[src/dq_pkg.sv]
// Shared types, codes and ring arithmetic for the double-ended queue.
package dq_pkg;

    localparam int DEPTH  = 16;
    localparam int DATA_W = 32;
    localparam int IDX_W  = $clog2(DEPTH);
    localparam int CNT_W  = $clog2(DEPTH + 1);
    localparam int SUM_W  = IDX_W + 1;
    localparam int ACT_W  = 3;
    localparam int STAT_W = 2;

    // Request action codes; the eighth code is ignored
    localparam logic [ACT_W-1:0] ACT_PUSH_FRONT = 3'd0;
    localparam logic [ACT_W-1:0] ACT_PUSH_BACK  = 3'd1;
    localparam logic [ACT_W-1:0] ACT_POP_FRONT  = 3'd2;
    localparam logic [ACT_W-1:0] ACT_POP_BACK   = 3'd3;
    localparam logic [ACT_W-1:0] ACT_PEEK_FRONT = 3'd4;
    localparam logic [ACT_W-1:0] ACT_PEEK_BACK  = 3'd5;
    localparam logic [ACT_W-1:0] ACT_CLEAR      = 3'd6;

    // Response status codes
    localparam logic [STAT_W-1:0] ST_OK    = 2'd0;
    localparam logic [STAT_W-1:0] ST_EMPTY = 2'd1;
    localparam logic [STAT_W-1:0] ST_FULL  = 2'd2;

    typedef struct packed {
        logic [ACT_W-1:0]         action;
        logic signed [DATA_W-1:0] push_value;
    } req_t;

    typedef struct packed {
        logic signed [DATA_W-1:0] read_value;
        logic [CNT_W-1:0]         entry_count;
        logic [STAT_W-1:0]        status;
    } rsp_t;

    // Add an offset below DEPTH to a ring index, wrapping once
    function automatic logic [IDX_W-1:0] ring_add(
        input logic [IDX_W-1:0] base,
        input logic [IDX_W-1:0] offset
    );
        logic [SUM_W-1:0] sum;
        sum = {1'b0, base} + {1'b0, offset};
        if (sum >= SUM_W'(DEPTH))
        begin
            sum = sum - SUM_W'(DEPTH);
        end
        return sum[IDX_W-1:0];
    endfunction

endpackage

[src/dq_ram.sv]
// Generic single-port-write, single-port-read RAM with registered read data.
module dq_ram #(
    parameter int WIDTH = 32,
    parameter int DEPTH = 16
) (
    input  logic                     clk,
    input  logic                     wr_en,
    input  logic [$clog2(DEPTH)-1:0] wr_addr,
    input  logic [WIDTH-1:0]         wr_data,
    input  logic                     rd_en,
    input  logic [$clog2(DEPTH)-1:0] rd_addr,
    output logic [WIDTH-1:0]         rd_data
);

    logic [WIDTH-1:0] mem [DEPTH];
    logic [WIDTH-1:0] rd_data_reg;

    // Write one word, read one word into the registered read data
    always_ff @(posedge clk)
    begin
        if (wr_en)
        begin
            mem[wr_addr] <= wr_data;
        end
        if (rd_en)
        begin
            rd_data_reg <= mem[rd_addr];
        end
    end

    assign rd_data = rd_data_reg;

endmodule

[src/double_ended_queue_top.sv]
// An accepted request passes the memory's registered read port, then the output register.
// Throughput: one request per cycle unless the response side stalls; the ring memory is
//   written or read at most once per request, and pointers are updated at acceptance,
//   so back-to-back requests need no interlock.
// Reset: front index, count and all valid flags clear; the ring contents stay undefined.
module double_ended_queue_top (
    input  logic         clk,
    input  logic         rst_n,
    input  logic         req_valid,
    output logic         req_ready,
    input  dq_pkg::req_t req,
    output logic         rsp_valid,
    input  logic         rsp_ready,
    output dq_pkg::rsp_t rsp
);

    logic [dq_pkg::IDX_W-1:0]  front_reg;
    logic [dq_pkg::IDX_W-1:0]  front_next;
    logic [dq_pkg::CNT_W-1:0]  count_reg;
    logic [dq_pkg::CNT_W-1:0]  count_next;

    logic                      s1_valid_reg;
    logic                      s1_read_reg;
    logic [dq_pkg::CNT_W-1:0]  s1_count_reg;
    logic [dq_pkg::STAT_W-1:0] s1_status_reg;

    logic                      rsp_valid_reg;
    dq_pkg::rsp_t              rsp_reg;

    logic                      accept;
    logic                      rsp_free;
    logic                      s1_advance;

    logic                      wr_en;
    logic [dq_pkg::IDX_W-1:0]  wr_addr;
    logic                      rd_en;
    logic [dq_pkg::IDX_W-1:0]  rd_addr;
    logic [dq_pkg::DATA_W-1:0] rd_data;
    logic [dq_pkg::STAT_W-1:0] status_next;
    logic                      is_full;
    logic                      is_empty;
    logic [dq_pkg::IDX_W-1:0]  back_addr;
    logic [dq_pkg::IDX_W-1:0]  tail_addr;

    // Handshake: the output register frees when empty or when taken
    assign rsp_free   = !rsp_valid_reg || rsp_ready;
    assign s1_advance = s1_valid_reg && rsp_free;
    assign req_ready  = !s1_valid_reg || rsp_free;
    assign accept     = req_valid && req_ready;

    assign is_full  = (count_reg == dq_pkg::CNT_W'(dq_pkg::DEPTH));
    assign is_empty = (count_reg == '0);

    // Back entry for reads, first free slot for back pushes
    assign back_addr = dq_pkg::ring_add(front_reg, count_reg[dq_pkg::IDX_W-1:0] - 1'b1);
    assign tail_addr = dq_pkg::ring_add(front_reg, count_reg[dq_pkg::IDX_W-1:0]);

    // Decode the request: pointer update and memory access
    always_comb
    begin
        front_next  = front_reg;
        count_next  = count_reg;
        status_next = dq_pkg::ST_OK;
        wr_en       = 1'b0;
        wr_addr     = tail_addr;
        rd_en       = 1'b0;
        rd_addr     = front_reg;
        case (req.action)
            dq_pkg::ACT_PUSH_FRONT:
            begin
                if (is_full)
                begin
                    status_next = dq_pkg::ST_FULL;
                end
                else
                begin
                    front_next = dq_pkg::ring_add(front_reg,
                                                  dq_pkg::IDX_W'(dq_pkg::DEPTH - 1));
                    wr_en      = 1'b1;
                    wr_addr    = front_next;
                    count_next = count_reg + 1'b1;
                end
            end
            dq_pkg::ACT_PUSH_BACK:
            begin
                if (is_full)
                begin
                    status_next = dq_pkg::ST_FULL;
                end
                else
                begin
                    wr_en      = 1'b1;
                    wr_addr    = tail_addr;
                    count_next = count_reg + 1'b1;
                end
            end
            dq_pkg::ACT_POP_FRONT, dq_pkg::ACT_PEEK_FRONT:
            begin
                if (is_empty)
                begin
                    status_next = dq_pkg::ST_EMPTY;
                end
                else
                begin
                    rd_en   = 1'b1;
                    rd_addr = front_reg;
                    if (req.action == dq_pkg::ACT_POP_FRONT)
                    begin
                        front_next = dq_pkg::ring_add(front_reg, dq_pkg::IDX_W'(1));
                        count_next = count_reg - 1'b1;
                    end
                end
            end
            dq_pkg::ACT_POP_BACK, dq_pkg::ACT_PEEK_BACK:
            begin
                if (is_empty)
                begin
                    status_next = dq_pkg::ST_EMPTY;
                end
                else
                begin
                    rd_en   = 1'b1;
                    rd_addr = back_addr;
                    if (req.action == dq_pkg::ACT_POP_BACK)
                    begin
                        count_next = count_reg - 1'b1;
                    end
                end
            end
            dq_pkg::ACT_CLEAR:
            begin
                front_next = '0;
                count_next = '0;
            end
            default:
            begin
                // Unused code: leave everything as it is
            end
        endcase
    end

    // Ring store
    dq_ram #(
        .WIDTH (dq_pkg::DATA_W),
        .DEPTH (dq_pkg::DEPTH)
    ) u_ram (
        .clk     (clk),
        .wr_en   (accept && wr_en),
        .wr_addr (wr_addr),
        .wr_data (req.push_value),
        .rd_en   (accept && rd_en),
        .rd_addr (rd_addr),
        .rd_data (rd_data)
    );

    // Pointer and count registers
    always_ff @(posedge clk or negedge rst_n)
    begin
        if (!rst_n)
        begin
            front_reg <= '0;
            count_reg <= '0;
        end
        else if (accept)
        begin
            front_reg <= front_next;
            count_reg <= count_next;
        end
    end

    // Memory read stage: valid flag
    always_ff @(posedge clk or negedge rst_n)
    begin
        if (!rst_n)
        begin
            s1_valid_reg <= 1'b0;
        end
        else if (accept)
        begin
            s1_valid_reg <= 1'b1;
        end
        else if (s1_advance)
        begin
            s1_valid_reg <= 1'b0;
        end
    end

    // Memory read stage: hold the word's side information
    always_ff @(posedge clk)
    begin
        if (accept)
        begin
            s1_read_reg   <= rd_en;
            s1_count_reg  <= count_next;
            s1_status_reg <= status_next;
        end
    end

    // Output register: valid flag
    always_ff @(posedge clk or negedge rst_n)
    begin
        if (!rst_n)
        begin
            rsp_valid_reg <= 1'b0;
        end
        else if (s1_advance)
        begin
            rsp_valid_reg <= 1'b1;
        end
        else if (rsp_ready)
        begin
            rsp_valid_reg <= 1'b0;
        end
    end

    // Output register: load the response word
    always_ff @(posedge clk)
    begin
        if (s1_advance)
        begin
            rsp_reg.read_value  <= s1_read_reg ? rd_data : '0;
            rsp_reg.entry_count <= s1_count_reg;
            rsp_reg.status      <= s1_status_reg;
        end
    end

    assign rsp_valid = rsp_valid_reg;
    assign rsp       = rsp_reg;

endmodule

[config.mk]
export PLATFORM = sky130hd
export DESIGN_NAME = double_ended_queue_top
export DESIGN_NICKNAME = d
export VERILOG_FILES = /design/src/dq_pkg.sv /design/src/dq_ram.sv /design/src/double_ended_queue_top.sv
export SDC_FILE = /design/constraint.sdc
export NUM_CORES = 1
export LEC_CHECK = 0
export BUFFER_PORTS_ARGS = -buffer_cell sky130_fd_sc_hd__buf_2
export CORE_ASPECT_RATIO = 1.75
export CORE_MARGIN = 1
export CORE_UTILIZATION = 55
export DETAILED_ROUTE_END_ITERATION = 12
export GPL_TIMING_DRIVEN = 0
export PLACE_DENSITY = 0.68
export SETUP_SLACK_MARGIN = 0.4
export SYNTH_ARGS = -nofsm -noshare
export SYNTH_HDL_FRONTEND = slang
export SYNTH_SLANG_ARGS = --single-unit
[constraint.sdc]
create_clock -name clk -period 6.9 [get_ports clk]
set_clock_uncertainty 0.2 [all_clocks]
set_input_delay 0.69 -clock clk [delete_from_list [all_inputs] [get_ports clk]]
set_output_delay 0.69 -clock clk [all_outputs]
set_load 0.1 [all_outputs]
**Yosys cells after proc, flatten, opt, wreduce, memory -nomap -nowiden**

Memories as Yosys holds them, arrays and structs flattened. A register that Yosys moved wholly into a read port is not among the register bits.
Index checks and enable logic that the tools add are counted.

- Memories: 1
- Register bits: 58
- Logic and storage cells: 85
- RAM bits: 512
- Output and inout port bits: 41
- Input bits: 39

Memory list:

| memory | words | width | rd ports | clocked after Yosys merged registers in | write ports | line | RTL |
|---|---|---|---|---|---|---|---|
| u_ram.mem | 16 | 32 | 1 | 1 | 1 | dq_ram.sv:15 | `logic [WIDTH-1:0] mem [DEPTH];` |

- Add/sub/neg operators: 11
- $lt $le $gt $ge: 4
- Eq/ne operators: 10
- Multiplexer cells: 31
- Reduce and logical (&&, ||, !) cells: 18

Operators with widths:

| cell | number |
|---|---|
| $mux W4 | 11 |
| $mux W5 | 5 |
| $ge A5 B5 Y1 const B | 4 |
| $pmux W5 S4 | 1 |
| $sub A4 B1 Y4 const B | 5 |
| $pmux W4 S3 | 1 |
| $mux W1 | 11 |
| $add A4 B4 Y5 | 2 |
| $eq A3 B3 Y1 const B | 3 |
| $eq A3 B2 Y1 const B | 2 |
| $ne A2 B2 Y1 const B | 3 |
| $reduce_or A2 Y1 | 3 |
| $add A4 B1 Y5 const B | 1 |
| $add A4 B4 Y5 const B | 1 |
| $add A5 B1 Y5 const B | 1 |
| $eq A5 B5 Y1 const B | 1 |
| $logic_not A5 Y1 | 1 |
| $reduce_and A5 Y1 | 1 |
| $sub A5 B1 Y5 const B | 1 |
| $logic_and A1 B1 Y1 | 4 |
| $pmux W2 S2 | 1 |
| $reduce_bool A2 Y1 | 2 |
| $reduce_or A4 Y1 | 1 |
| $eq A3 B1 Y1 const B | 1 |
| other kinds (5) | 7 |

**Logic depth before layout (Yosys ltp)**

Gate-level depths: netlist (run 1).

- Depth after elaboration: 7
- Depth in mapped cells: 13

**Hierarchy**

Synthesis (run 1) repeated with hierarchy kept, for this count alone.

- Cells, all modules: 1097
- Area total of the unflattened synthesis: 23263.6 um^2

Modules (own cells, without submodules):

| module | times used | sequential area each (um^2) | area each (um^2) | cells each |
|---|---|---|---|---|
| dq_ram | 1 | 16335.7 | 20155.6 | 838 |
| double_ended_queue_top | 1 | 1686.6 | 3108.0 | 259 |

**Worst setup path after synthesis (run 1)**

OpenSTA, ideal clock, no wires.

- Path type: register -> register
- From: register rsp_valid_reg (netlist: rsp_valid)
- To: memory u_ram.mem[11][0] (enable)
- Data arrival time: 4694 ps
- Path buffers: 0
- Library setup time: 461 ps
- Stages on the path, launching flop included: 6
- Path slack: 1545 ps
- Cells stage by stage: dfrtp_1 nand3b_1 nand2_1 nor4_1 nand2_1 nor3_1

- Word-level cells in the longest chain between the ends: 7

RTL lines:

| item | line | RTL |
|---|---|---|
| start: declaration | double_ended_queue_top.sv:27 | `logic rsp_valid_reg;` |
| start signal: assignment | double_ended_queue_top.sv:204 | `rsp_valid_reg <= 1'b0;` |
| start signal: assignment | double_ended_queue_top.sv:208 | `rsp_valid_reg <= 1'b1;` |
| start signal: assignment | double_ended_queue_top.sv:212 | `rsp_valid_reg <= 1'b0;` |
| $logic_not A1 Y1 | double_ended_queue_top.sv:46 | `assign rsp_free = !rsp_valid_reg \|\| rsp_ready;` |
| $logic_or A1 B1 Y1 | double_ended_queue_top.sv:46 |  |
| $logic_or A1 B1 Y1 | double_ended_queue_top.sv:48 | `assign req_ready = !s1_valid_reg \|\| rsp_free;` |
| net req_ready | double_ended_queue_top.sv:10 | `output logic req_ready,` |
| $logic_and A1 B1 Y1 | double_ended_queue_top.sv:49 | `assign accept = req_valid && req_ready;` |
| $logic_and A1 B1 Y1 | double_ended_queue_top.sv:148 | `.wr_en (accept && wr_en),` |
| $mux W1 | dq_ram.sv:21 | `if (wr_en)` |
| $mux W1 (not written as such) | dq_ram.sv:23 | `mem[wr_addr] <= wr_data;` |
| end: declaration | dq_ram.sv:15 |  |

The timed path passes the listed nets, and every way through them passes these cells.

**Worst setup path in the final report (run 1)**

- From: register count_reg[0] in the netlist's numbering
- To: register u_ram.rd_data_reg[29] (netlist: u_ram.rd_data[29]) (read register of u_ram.mem) (data pin)

- Word-level cells in the longest chain between the ends: 6
- Elaborated cells between the ends (all ways): 11

RTL lines:

| item | line | RTL |
|---|---|---|
| start: declaration | double_ended_queue_top.sv:19 | `logic [dq_pkg::CNT_W-1:0] count_reg;` |
| start signal: assignment | double_ended_queue_top.sv:167 | `count_reg <= count_next;` |
| $sub A4 B1 Y4 | double_ended_queue_top.sv:55 | `assign back_addr = dq_pkg::ring_add(front_reg, count_reg[dq_pkg::IDX_W-1:0] - 1'b1);` |
| $add A4 B4 Y5 | dq_pkg.sv:43 | `sum = {1'b0, base} + {1'b0, offset};` |
| $sub A4 B1 Y4 / $ge A5 B5 Y1 (equally long branches) | dq_pkg.sv:46, dq_pkg.sv:44 |  |
| $mux W4 | dq_pkg.sv:44 | `if (sum >= SUM_W'(DEPTH))` |
| $mux W4 | double_ended_queue_top.sv:116 | `if (is_empty)` |
| $mux W4 | -- |  |
| end: declaration | dq_ram.sv:16 | `logic [WIDTH-1:0] rd_data_reg;` |

Several ways; a longest one is shown, not always the timed one.
A chain may end at the register's enable or synchronous reset.

==> results by group, run 1 <==
STA
  – Final Hold Viols: 0
  – RSZ-0062 raised after global routing: false
  – Minimum clock period: 4.51 ns
  – Hold Slack: 0.112 ns
  – TNS Setup: 0 ns
  – Final setup margin: 2.39 ns
  – Slew Limit Headroom: 13.7%
  – Fmax: 222 MHz
  – Final period utilization: 65.3%
  – Fin. max-slew vios: 0
  – Setup-failing EPs final: 0
  – Worst-Margin Slew: 1.28 ns

Power and ir drop
  – P_leak: 9.14 nW
  – Max IR drop VDD: 0.000278 V
  – Total power: 13.6 mW
  – Cell Pwr Density: 470 mW/mm²

Worst hold path
  – Hold Crit Class: in -> reg

Logic synthesis
  – Syn Inst Count: 1,792
  – Ys async rst share: 1.83%
  – Synthesis-stage register bit count: 602
  – Post-synthesis sequential area ratio: 71.0%
  – Post-synth EDFFs: 591
  – Number of library cell types mapped by synthesis: 56
  – Synthesized area: 0.0254 mm²
  – Syn_area_per_cell: 14.2 µm²
  – Syn Nets: 1,843
  – Synthesis Warnings: 0
  – Top flip-flop cell by instance count after synthesis: edfxtp_1

Cells and area
  – Fill count: 3,409
  – Max reg flops: 512
  – Fin area: 0.0289 mm²
  – Area growth syn-to-layout: 13.7%
  – Antenna Cells: 0
  – Final net count: 2,027
  – Layout cells sized above 1: 15.4%
  – Area of the multi-input gates: 0.00652 mm²
  – Seq. cell area: 0.0180 mm²

Routing
  – Vias: 18,300
  – Via/cell ratio: 7.05
  – Antenna viol nets, final: 0
  – WL per Instance: 29.9 µm
  – DR DRC count: 0
  – Initial DRT Pass Iterations: 6
  – Starting DRT DRC Count: 2,494
  – Final wirelength: 77,300 µm

Setup path
  – WS Path Type: reg -> reg
  – Crit path largest cell delay: 0.70 ns
  – Crit end category: register
  – CP arrival: 4.75 ns
  – Crit-path slowest cell: clkbuf_1
  – Critical Path Source Type: register
  – Critical Path Most Common Cell: buf_2
  – Crit path max fanout: 10
  – Crit path cell chain: inv_1 -> ha_1 -> fa_1 -> and2_1 -> and3_1 -> buf_2 -> buf_2 -> clkbuf_1 -> o21ai_1 -> a32oi_1 -> nand3_1 -> nand4_1
  – CP Data Required Time: 7.14 ns

CTS
  – Root Driver: clkbuf_16
  – Postcts setup bufs: 0
  – Later-pin clock latency in the skew report: 0.59 ns
  – CTS Buffer Depth: 3
  – Reg clk slew, reported paths: 0.07 ns
  – CTS Buf Count: 50
  – H-Tree Depth: 2
  – Sink Count: 602
  – CTS tree: yes

GRT
  – Number of global-route vias before repair: 17,900
  – Largest net degree at the start of global routing: 30
  – First-pass GRT wire length: 113,000 µm
  – Global Route Usage Sum: 33.2%
  – Aggregate global routing overflow: 0
  – Initial antenna violation count: 0

Place
  – PortBufs: 76
  – Dpl hpwl: 53,700 µm
  – Worst slack, placed: 2.56 ns
  – Placed Area: 0.0272 mm²
  – Global placer's final weighted congestion: 0.979

Job
  – Max Cap Viol: 0

Status
  – Outcome: complete, no violations

Floorplanning
  – Site Rows: 103
  – Die Area: 0.0471 mm²
  – # IOs: 80
  – Die W: 164 µm
  – Starting density of the core: 56.0%
  – Core area: 0.0454 mm²
  – Die H: 286 µm
## worst paths after layout
check                                      from           endpoint  slack, ns  cells after the start
max in group asynchronous                 rst_n       count_reg[4]       5.94                      2
worst min register to register  s1_count_reg[3]             rsp[5]       0.22                      0
min in group asynchronous                 rst_n       s1_valid_reg       0.32                      2
worst max-delay path               count_reg[0]  u_ram.rd_data[29]       2.39                     12
worst min-delay path                  req_valid       s1_valid_reg       0.11                      2
worst max register to register     count_reg[0]  u_ram.rd_data[29]       2.39                     12
## cell type report
class / count / area share (%)
clock buffers: 59 / 4.52
repair buffers: 132 / 3.58
plain buffers: 191 / 3.17
flip-flops and latches: 602 / 62.4
multi-input cells: 991 / 22.6
well taps: 577 / 2.50
clock inverters: 30 / 1.13
inverters: 8 / 0.104
## logic make-up after synthesis
logic type	after synthesis	share of synthesized area, %
XOR/XNOR	12	0.576
AO/OA/AOI/OAI	564	15.4
buffers and inverters	199	3.72
multiplexers	10	0.419
flip-flops	602	71.0
adder cells (fa/ha/maj)	12	0.650
AND/OR/NAND/NOR	393	8.24
## critical path: cells and delay by family (launching register included)
kind                       cells  cell delay, ns
AOI/OAI and AO/OA              2            0.47
adders and majority gates      2            0.88
buffers and inverters          4            1.57
DFF                            1            0.53
and+or+nand+nor                4            0.71
## synth_stat cells, drive strengths merged, types with 3 or more instances
cell type	number	area share (%)
a21oi	8	0.16
a22oi	4	0.12
a311oi	129	4.4
a31oi	8	0.32
a32oi	128	4.4
and2	35	0.86
and3	5	0.12
buf	75	1.9
clkbuf	116	1.7
dfrtp	11	1.1
edfxtp	591	70
ha	10	0.49
inv	7	0.10
mux2	5	0.22
mux2i	5	0.20
nand2	18	0.27
nand2b	5	0.12
nand3	254	5.1
nand4	34	0.84
nor2	14	0.21
nor3	19	0.37
o21ai	270	5.3
o31ai	3	0.16
xnor2	6	0.27
xor2	6	0.31
## cells in the final DEF (no fill, tap or decap), types with 6 or more instances in the layout
cell	n
o21ai_0	183
clkbuf_16	51
clkbuf_1	124
a32oi_1	128
nand3_1	251
nor2_1	14
buf_8	6
inv_1	7
a21oi_1	8
buf_4	17
bufinv_16	7
dfrtp_1	11
o21ai_1	87
a311oi_1	129
and2_1	34
nand2_1	18
nor3_2	17
nand4_1	34
clkinv_1	15
a31oi_1	6
buf_2	124
buf_6	57
ha_1	10
clkinv_2	6
edfxtp_1	591
## power breakdown
part	internal, mW	switching [mW]
clock network	1.61	1.27
registers	4.44	0.111
logic	1.69	4.43
total	7.75	5.82
## layer usage
layer	part of all wire, %	up-vias	track usage [%]
li1	-	7704	-
met5	0	-	0
met2	50	1257	56.0
met1	34	9020	39.4
met3	8.6	286	4.28
met4	7.5	0	22.8
## through the flow
step           cells  utilization, %
6_report        2590            63.6
3_3_place_gp    2445            58.4
2_1_floorplan   1792               -
3_5_place_dp    2500            60.0
5_1_grt         2590            63.6
4_1_cts         2590            63.6
## repair_timing
item | CTS | global route
resized for setup | 0 | 0
hold buffers | 1 | 0
hold endpoints to repair | 11 | 0
No activity file was read; power rests on OpenSTA's default activity.
==> run 2, diff against run 1 <==
Settings changed: PLACE_DENSITY 0.68 to 0.71.
Clock period 6.9 ns to 3.9 ns, I/O delays scaled along.
==> run 2 against run 1 <==
Effect of this change:
- critical path depth shrank 2
- final cell count grew 1.2%
- sequential power grew 77%
- first-iteration DRC count shrank 0.44%
- sequential share of layout area shrank 2.6 points
- core utilization grew 2.8 points
- critical path type unchanged
==> results by group, run 2 (synthesis gave the netlist of run 1 again) <==
Floorplanning
  – Core area: 0.0454 mm²
  – Die H: 286 µm
  – Starting density of the core: 56.0%
  – Die W: 164 µm
  – Die Area: 0.0471 mm²
  – # IOs: 80
  – Site Rows: 103

Setup path
  – CP arrival: 3.76 ns
  – Critical Path Source Type: register
  – WS Path Type: reg -> reg
  – CP Data Required Time: 4.13 ns
  – Crit end category: register
  – Crit path max fanout: 10
  – End of the critical path: u_ram.rd_data[8]
  – Critical path origin: count_reg[0]
  – R2R depth: 10
  – Worst r2r dst: u_ram.rd_data[8]
  – Worst r2r src: count_reg[0]
  – FF-to-FF setup slack: 0.38 ns

STA
  – RSZ-0062 raised after global routing: false
  – Fin. max-slew vios: 0
  – Fmax: 284 MHz
  – Worst-Margin Slew: 1.03 ns
  – Final Hold Viols: 0
  – Slew Limit Headroom: 31.3%
  – Setup-failing EPs final: 0
  – Final period utilization: 90.3%
  – Minimum clock period: 3.52 ns
  – TNS Setup: 0 ns

GRT
  – Global Route Usage Sum: 33.9%
  – First-pass GRT wire length: 115,000 µm
  – Initial antenna violation count: 0
  – Number of global-route vias before repair: 18,300
  – Largest net degree at the start of global routing: 30
  – Aggregate global routing overflow: 0

Power and ir drop
  – Cell Pwr Density: 843 mW/mm²
  – Sw power: 10.9 mW
  – P_leak: 9.71 nW
  – Max IR drop VDD: 0.000646 V
  – Clock network power share: 20.8%
  – Cell internal pwr: 14.5 mW
  – Comb pwr share: 47.4%
  – Switch share: 43.0%
  – Part of the power in registers: 31.7%

CTS
  – Later-pin clock latency in the skew report: 0.60 ns
  – Sink Count: 602
  – CTS Buf Count: 51
  – H-Tree Depth: 2
  – Root Driver: clkbuf_16
  – Reg clk slew, reported paths: 0.07 ns
  – CTS Buffer Depth: 3
  – CTS tree: yes

Cells and area
  – Fin area: 0.0301 mm²
  – Max reg flops: 512
  – Fill count: 3,185
  – Most frequent cells in the layout: edfxtp_1, nand3_1, o21ai_0, a32oi_1, buf_2
  – Final net count: 2,051
  – Antenna Cells: 0
  – Layout cells sized above 1: 21.9%
  – Area growth syn-to-layout: 18.6%
  – Commonest non-fill, non-tap cell in the layout: edfxtp_1
  – Final Core Density: 66.4%

Job
  – Max Cap Viol: 0

Status
  – Outcome: complete, no violations

Routing
  – Final wirelength: 79,900 µm
  – Vias: 18,600
  – Antenna viol nets, final: 0
  – DR DRC count: 0
  – WL per Instance: 30.5 µm
  – Via/cell ratio: 7.11
  – Initial DRT Pass Iterations: 6
  – Starting DRT DRC Count: 2,483

Place
  – PortBufs: 76
  – Dpl hpwl: 53,300 µm
  – Global placer's final weighted congestion: 0.937
  – Placed Area: 0.0274 mm²

Worst hold path
  – Hold Crit Class: in -> async
[run 2: changes by cell type in the layout (fill, tap and decap cells not counted), sizes merged]
| cell | before | now |
|---|---|---|
| dlygate4sd3 | 1 | 13 |
| clkbuf | 175 | 168 |
| clkinvlp | 1 | 3 |
| clkinv | 22 | 27 |
| buf | 206 | 224 |
[run 2: area by class of cell]
cell class                      count  area, µm²  area share, %
Clock inverter                     37        372           1.23
Timing Repair Buffer              155       1600           5.30
Multi-Input combinational cell    991       6950           23.1
Clock buffer                       59       1350           4.48
Tap cell                          577        722           2.40
Inverter                            8       30.0         0.0997
Sequential cell                   602      18000           59.9
Buffer                            191       1070           3.55
[run 2: through the flow]
stage | hold slack [ns] | power, mW | std cells | setup WS, ns
3_5_place_dp | 0.0924 | 18.9 | 2478 | -0.362
6_report | 0.0133 | 25.4 | 2620 | 0.377
4_1_cts | 0.00351 | 24.5 | 2611 | 0.401
3_3_place_gp | 0.0887 | 18.5 | 2445 | -1.68
2_1_floorplan | -0.106 | 15.1 | 1792 | -0.123
5_1_grt | 0.00967 | 26.1 | 2620 | 0.284
[run 2: worst min path at each step]
stage	startpoint	endpoint	cells past startpoint
after detailed placement	rst_n	s1_valid_reg	1
final	rst_n	s1_valid_reg	2
after global placement	rst_n	rsp_valid	1
after global routing	req[20]	u_ram.mem[1][20]	1
after floorplan	rst_n	count_reg[0]	0
after CTS	req[20]	u_ram.mem[11][20]	1
[run 2: worst max-delay path: stages, from the launching register on]
cell and delay, ns:
dfrtp_2 0.39, inv_2 0.07, ha_2 0.24, nor4b_4 0.18, o31ai_4 0.46, buf_2 0.37, clkbuf_1 0.66, a311oi_1 0.24
a32oi_1 0.27, nand3_1 0.11, nand4_1 0.16
[run 2: metal layers]
metal	GRT usage (%)	vias to the layer above	wire [µm]
met1	38.9	9177	26000
met4	21.7	0	5860
met5	0	-	0
met3	5.52	333	7130
li1	-	7772	-
met2	58.4	1338	40900
[run 2: what timing repair did]
item	CTS	global route
endpoints found under the hold margin	93	0
buffers inserted	24	9
gates resized for setup	91	76
endpoints found under the setup margin	543	249
hold buffers	13	0
pin swaps	17	9
[run 2: power groups by stage]
stage,sequential (mW),clock [mW],combinational [mW]
floorplan,8.61,0,6.45
global placement,8.20,0,10.3
detailed placement,8.20,0,10.7
CTS,8.04,5.29,11.2
global route,8.09,5.53,12.5
finish,8.05,5.29,12.0
